File: src/rtl/core/sfib_pkg.sv
// Shared types, constants and helper functions for the horizontal span fill block.
// No dependencies; imported by every module of the block.
package sfib_pkg;

  // Number of visible rows; rows at or past this value are dropped.
  localparam int unsigned ROWS = 192;
  localparam logic [8:0]  ROWS_LIM = 9'(ROWS);

  localparam int unsigned ADDR_W = 13;
  localparam logic [7:0]  BYTE_FULL = 8'hFF;

  typedef enum logic {
    ST_IDLE,
    ST_EMIT
  } sfib_state_t;

  // Controller to datapath.
  typedef struct packed {
    logic load;   // capture a kept request
    logic step;   // one byte write has been transferred
  } sfib_cmd_t;

  // Datapath to controller.
  typedef struct packed {
    logic keep;   // presented request survives the drop checks
    logic last;   // current byte write is the final one of the span
  } sfib_sts_t;

  // Interleaved row: keep the third, swap the pixel-line and character-row bits.
  function automatic logic [7:0] interleave_row(input logic [7:0] y);
    interleave_row = {y[7:6], y[2:0], y[5:3]};
  endfunction

  // Pixels 0..r of a byte, counted from the MSB.
  function automatic logic [7:0] right_mask(input logic [2:0] r);
    logic [15:0] w;
    w = 16'hFF00 >> ({1'b0, r} + 4'd1);
    right_mask = w[7:0];
  endfunction

endpackage

File: src/rtl/core/sfib_dp.sv
// Datapath of the span fill block: drop checks, clip, address and mask generation.
// Depends on sfib_pkg.
module sfib_dp
  import sfib_pkg::*;
(
  input  logic                clk,
  input  logic                rst_n,
  input  logic [7:0]          in_right_x,
  input  logic [7:0]          in_row_y,
  input  logic [7:0]          in_span_len,
  input  sfib_cmd_t           cmd,
  output sfib_sts_t           sts,
  output logic [ADDR_W-1:0]   out_byte_addr,
  output logic [7:0]          out_byte_data,
  output logic                out_last_write
);

  logic [7:0]        last_row_r, last_row_nxt;
  logic [ADDR_W-1:0] addr_r, addr_nxt;
  logic [7:0]        rem_r, rem_nxt;
  logic [2:0]        r_r, r_nxt;

  logic [7:0] len_clip;
  logic [7:0] r_plus1;
  logic       fits;
  logic [3:0] sh;
  logic [7:0] rmask;

  always_comb begin
    // Clip at the left edge: at most right_x + 1 pixels.
    len_clip = (in_span_len > in_right_x) ? (in_right_x + 8'd1) : in_span_len;
  end

  // Current write: the remaining pixels fit within columns 0..r of this byte.
  always_comb begin
    sts.keep = ({1'b0, in_row_y} < ROWS_LIM) && (in_row_y != last_row_r)
               && (in_span_len != 8'd0);
    r_plus1 = {5'd0, r_r} + 8'd1;
    fits    = (rem_r <= r_plus1);
    sh      = r_plus1[3:0] - rem_r[3:0];
    rmask   = right_mask(r_r);
    sts.last       = fits;
    out_last_write = fits;
    out_byte_addr  = addr_r;
    out_byte_data  = fits ? (rmask & (BYTE_FULL >> sh)) : rmask;
  end

  always_comb begin
    last_row_nxt = last_row_r;
    addr_nxt     = addr_r;
    rem_nxt      = rem_r;
    r_nxt        = r_r;
    if (cmd.load) begin
      last_row_nxt = in_row_y;
      addr_nxt     = {interleave_row(in_row_y), in_right_x[7:3]};
      rem_nxt      = len_clip;
      r_nxt        = in_right_x[2:0];
    end else if (cmd.step) begin
      // Advance one byte left; every later byte starts at its rightmost pixel.
      addr_nxt = addr_r - ADDR_W'(1);
      rem_nxt  = rem_r - r_plus1;
      r_nxt    = 3'd7;
    end
  end

  always_ff @(posedge clk) begin
    if (!rst_n) begin
      last_row_r <= 8'd0;
    end else begin
      last_row_r <= last_row_nxt;
    end
  end

  always_ff @(posedge clk) begin
    addr_r <= addr_nxt;
    rem_r  <= rem_nxt;
    r_r    <= r_nxt;
  end

endmodule

File: src/rtl/core/sfib_ctrl.sv
// Controller of the span fill block: idle/emit state machine and handshakes.
// Depends on sfib_pkg.
module sfib_ctrl
  import sfib_pkg::*;
(
  input  logic      clk,
  input  logic      rst_n,
  input  logic      in_valid,
  output logic      in_stall,
  output logic      out_valid,
  input  logic      out_stall,
  input  sfib_sts_t sts,
  output sfib_cmd_t cmd
);

  sfib_state_t state_r, state_nxt;

  always_comb begin
    state_nxt = state_r;
    unique case (state_r)
      ST_IDLE: begin
        if (in_valid && sts.keep) state_nxt = ST_EMIT;
      end
      ST_EMIT: begin
        if (!out_stall && sts.last) state_nxt = ST_IDLE;
      end
      default: state_nxt = ST_IDLE;
    endcase
  end

  always_comb begin
    in_stall  = 1'b1;
    out_valid = 1'b0;
    cmd.load  = 1'b0;
    cmd.step  = 1'b0;
    unique case (state_r)
      ST_IDLE: begin
        in_stall = 1'b0;
        cmd.load = in_valid && sts.keep;
      end
      ST_EMIT: begin
        out_valid = 1'b1;
        cmd.step  = !out_stall;
      end
      default: ;
    endcase
  end

  always_ff @(posedge clk) begin
    if (!rst_n) begin
      state_r <= ST_IDLE;
    end else begin
      state_r <= state_nxt;
    end
  end

endmodule

File: src/rtl/core/span_fill_interleaved_bitmap.sv
// Top level of the horizontal span fill block for a 1-bit-per-pixel bitmap.
// Depends on sfib_pkg, sfib_ctrl and sfib_dp.
//
// Each input transfer requests span_len pixels in row row_y ending at column
// right_x and running left. The request is dropped (no output) when the row
// is at or past ROWS, when the count is zero, or when the row repeats the last
// kept row; that row resets to 0, so a first request for row 0 is dropped.
// A kept span is clipped at the left edge and becomes byte writes from right to
// left, one output transfer per cycle unless out_stall holds it, with a partial
// mask at each end, 0xFF in between, and last_write set on the final write.
// Address is interleaved row times 32 plus column byte. A span gives 1..32 byte
// writes; the input is stalled while writes are pending, since the byte counter
// and address register serve one span at a time.
module span_fill_interleaved_bitmap
  import sfib_pkg::*;
(
  input  logic              clk,
  input  logic              rst_n,
  input  logic              in_valid,
  output logic              in_stall,
  input  logic [7:0]        in_right_x,
  input  logic [7:0]        in_row_y,
  input  logic [7:0]        in_span_len,
  output logic              out_valid,
  input  logic              out_stall,
  output logic [ADDR_W-1:0] out_byte_addr,
  output logic [7:0]        out_byte_data,
  output logic              out_last_write
);

  sfib_cmd_t cmd;
  sfib_sts_t sts;

  // Sequence intake and write emission.
  sfib_ctrl u_ctrl (
    .clk       (clk),
    .rst_n     (rst_n),
    .in_valid  (in_valid),
    .in_stall  (in_stall),
    .out_valid (out_valid),
    .out_stall (out_stall),
    .sts       (sts),
    .cmd       (cmd)
  );

  // Hold span position and remaining count; drive the write payload.
  sfib_dp u_dp (
    .clk            (clk),
    .rst_n          (rst_n),
    .in_right_x     (in_right_x),
    .in_row_y       (in_row_y),
    .in_span_len    (in_span_len),
    .cmd            (cmd),
    .sts            (sts),
    .out_byte_addr  (out_byte_addr),
    .out_byte_data  (out_byte_data),
    .out_last_write (out_last_write)
  );

endmodule

File: config.mk
export PLATFORM = sky130hd
export DESIGN_NAME = span_fill_interleaved_bitmap
export DESIGN_NICKNAME = d
export VERILOG_FILES = /design/src/rtl/core/sfib_pkg.sv /design/src/rtl/core/sfib_dp.sv /design/src/rtl/core/sfib_ctrl.sv /design/src/rtl/core/span_fill_interleaved_bitmap.sv
export SDC_FILE = /design/constraint.sdc
export NUM_CORES = 1
export LEC_CHECK = 0
export BUFFER_PORTS_ARGS = -buffer_cell sky130_fd_sc_hd__buf_2
export CAP_MARGIN = 20
export CORE_MARGIN = 5
export CORE_UTILIZATION = 33
export DETAILED_ROUTE_END_ITERATION = 6
export PLACE_DENSITY_LB_ADDON = 0.08
export SLEW_MARGIN = 20
export SYNTH_ARGS = -nofsm -noshare
export SYNTH_HDL_FRONTEND = slang
export SYNTH_SLANG_ARGS = --single-unit
File: constraint.sdc
create_clock -name clk -period 5.5 [get_ports clk]
set_input_delay 0.825 -clock clk [delete_from_list [all_inputs] [get_ports clk]]
set_output_delay 0.825 -clock clk [all_outputs]
set_load 0.05 [all_outputs]
==> run summary <==
synthesized area - 0.002569 mm2
Worst path max stage delay - 0.44 ns
root buffer cell - clkbuf_8
# port buffers - 51
clk buf depth - 2
crit-path leading delay family - compound AO/OA/AOI/OAI gates
DIE AREA - 0.009648 mm2
Via density - 4.742
Setup violations, final - 0
crit path DAT - 2.98 ns
Starting Density - 0.3359
H-tree levels - 2
chip height - 98.23 um
layout net count - 359
first-pass GRT wire length - 9425 um
RSZ-0062 raised after global routing - no
post-DP HPWL - 4662 um
Final Hold Viols - 0
leading post-synthesis cells by cell area - edfxtp_1 (28%), ha_1 (10%), xnor2_1 (7.8%)
top cell type's share of synthesized area - 0.2806
worst clock skew - 0.002956 ns
DRC viols - 0
main combinational cell family by area after synthesis - simple AND/OR/NAND/NOR gates
Die Wd - 98.23 um
# placed instances - 403
total setup buffers inserted after CTS - 0
CTS resizes - 0
Simple-Gate Fraction of Synth Area - 0.1534
Vias - 1949
status - finished clean
post-synthesis mux area share - 0.07404
Post-Syn Instances - 255
Peak VDD IR - 0.1371 mV
initial antenna violation count - 0
Yosys reg bits - 33
Skew-Pair Late Insertion Delay - 0.28 ns
GR Overflow Total - 0
Compound-Gate Fraction of Synth Area - 0.1369
crit path max-delay cell type - edfxtp_1
period utilisation layout - 0.6909
Syn Area/Cell - 10.07 um2
total wire length - 5874 um
all-layer global routing usage - 0.1216
worst hold slack - 0.5418 ns
power density over the cells - 297.0 mW/mm2
most used cell, CP - ha_1
Layout area overhead - 17.05%
row cnt - 32
Worst Setup End Kind - output port
Yosys cell types - 49
clk slew on worst S/H paths - 0.07 ns
hold_buf cts - 0
post-synthesis net count - 306
setup TNS - 0 ns
DRT Pass-1 Iters - 4
Period minus WS final - 3.800 ns
startpoint types - flip-flop
max-cap check violation count - 0
static leakage - 1.291 nW
xor/xnor share of the synthesized area - 0.1052
vias in the first global route - 1899
Detailed Route Iter0 Violations - 45
total clock buffers created by CTS - 5
RD Place Congestion - 0.7810
crit path cell chain - ha_1 -> inv_1 -> ha_1 -> ha_1 -> a21o_1 -> a21o_1 -> a211oi_4 -> inv_2 -> a21oi_4 -> a211oi_1 -> buf_2
Adder-Cell Fraction of Synth Area - 0.1179
Layout Cells excl Fill - 411
worst min path class - flip-flop to flip-flop
CP required - 4.68 ns
area leader, netlist - edfxtp_1
Seq/Total Area, Yosys - 0.3507
FMAX - 263.2 MHz
CTS tree - done
Crit Path Class - flip-flop to output port
antenna cells - 0
Post-DRT Antenna Nets - 0
CP Buf/Inv Count - 3
Max transition margin - 0.6422
wire per inst - 14.29 um
Yosys warnings - 0
final slew viol count - 0
CTS sink cnt - 33
worst-case register-to-register setup slack - 2.88 ns
actual slew at the worst max-slew pin - 0.5342 ns
worst-path maximum fanout - 6
Ports - 52
largest net degree at the start of global routing - 35
share of cells above drive strength 1 - 0.2589
Core Box Area - 0.007647 mm2
## cells in the mapped netlist (all sizes together)
| cell type | n |
|---|---|
| xnor2 | 23 |
| xor2 | 7 |
| buf | 7 |
| nor2b | 10 |
| nand2 | 12 |
| o211ai | 2 |
| fa | 2 |
| nor2 | 17 |
| o21a | 2 |
| a41o | 1 |
| or2 | 1 |
| a221oi | 2 |
| nor4 | 4 |
| o31ai | 1 |
| nor3 | 4 |
| edfxtp | 24 |
| or4 | 1 |
| nand4 | 5 |
| a211oi | 3 |
| dfxtp | 9 |
| nand2b | 3 |
| o21ai | 13 |
| nor3b | 1 |
| and3 | 4 |
| a21o | 3 |
| ha | 21 |
| nand3 | 5 |
| a31oi | 2 |
| a21boi | 1 |
| o21bai | 1 |
| or3 | 4 |
| inv | 25 |
| mux2i | 19 |
| a21oi | 16 |
## metal layers
layer,vias to the layer above,share of wire,track usage
met2,29,0.51,0.2141
met4,0,0.0087,0.02836
li1,1000,-,-
met5,-,0,0
met1,914,0.45,0.1498
met3,6,0.035,0.03000
## path summary, 6_finish.rpt
kind                       from            endpoint  depth (start not counted)
max reg2reg         u_dp.r_r[0]      u_ctrl.state_r                         10
max                 u_dp.r_r[0]    out_byte_data[1]                         11
min          u_dp.last_row_r[7]  u_dp.last_row_r[7]                          2
min reg2reg  u_dp.last_row_r[7]  u_dp.last_row_r[7]                          2
## tightest hold or removal path: stages, from the launching register on
cell,delay (ns)
dfxtp_1,0.32
mux2i_1,0.13
nor2b_1,0.05
## cells by family after synthesis
kind of cell | count (synthesis)
mux | 19
simple gates | 71
xor+xnor | 30
fa+ha+maj | 23
compound gates | 47
buf+inv | 32
flops | 33
## through the flow
step | worst slack (ns) | total power [mW] | cell area, um2 | util
4_1_cts | 1.652 | 0.9074 | 3007 | 0.3932
6_report | 1.700 | 0.8929 | 3007 | 0.3932
3_5_place_dp | 1.969 | 0.6970 | 2905 | 0.3799
3_3_place_gp | 2.027 | 0.6986 | 2905 | 0.3799
5_1_grt | 1.484 | 0.9524 | 3007 | 0.3932
2_1_floorplan | 1.497 | 0.6165 | 2569 | -
## placed cells by master, fill, tap and decap left out, types with 4 or more instances in the layout
master	instances
a21oi_1	13
and3_1	4
buf_2	51
clkbuf_8	7
dfxtp_1	9
edfxtp_1	24
ha_1	21
inv_1	24
mux2i_1	19
nand2_1	12
nand3_1	5
nand4_1	5
nor2_1	15
nor2b_1	10
o21ai_0	10
xnor2_1	23
xor2_1	6
## cell type report
type | count | area (um2)
Multi-Input combinational cell | 190 | 1513
Sequential cell | 33 | 900.9
Clock inverter | 1 | 5.005
Clock buffer | 7 | 96.34
Tap cell | 102 | 127.6
Inverter | 25 | 93.84
Fill cell | 800 | 4641
Timing Repair Buffer | 53 | 270.3
## sequential cells by signal (all words and copies together), names as in the netlist
name	count
u_dp.r_r	3
u_dp.last_row_r	8
u_dp.out_byte_addr	13
u_dp.rem_r	8
u_ctrl.state_r	1
## where the power goes
part	switching, mW	leakage (nW)	total (mW)	internal (mW)
clock	0.0905	0.0542	0.204	0.113
sequential	0.0273	0.299	0.338	0.311
combinational	0.227	0.938	0.351	0.125
total	0.345	1.29	0.893	0.548
No activity file was read; power rests on OpenSTA's default activity.
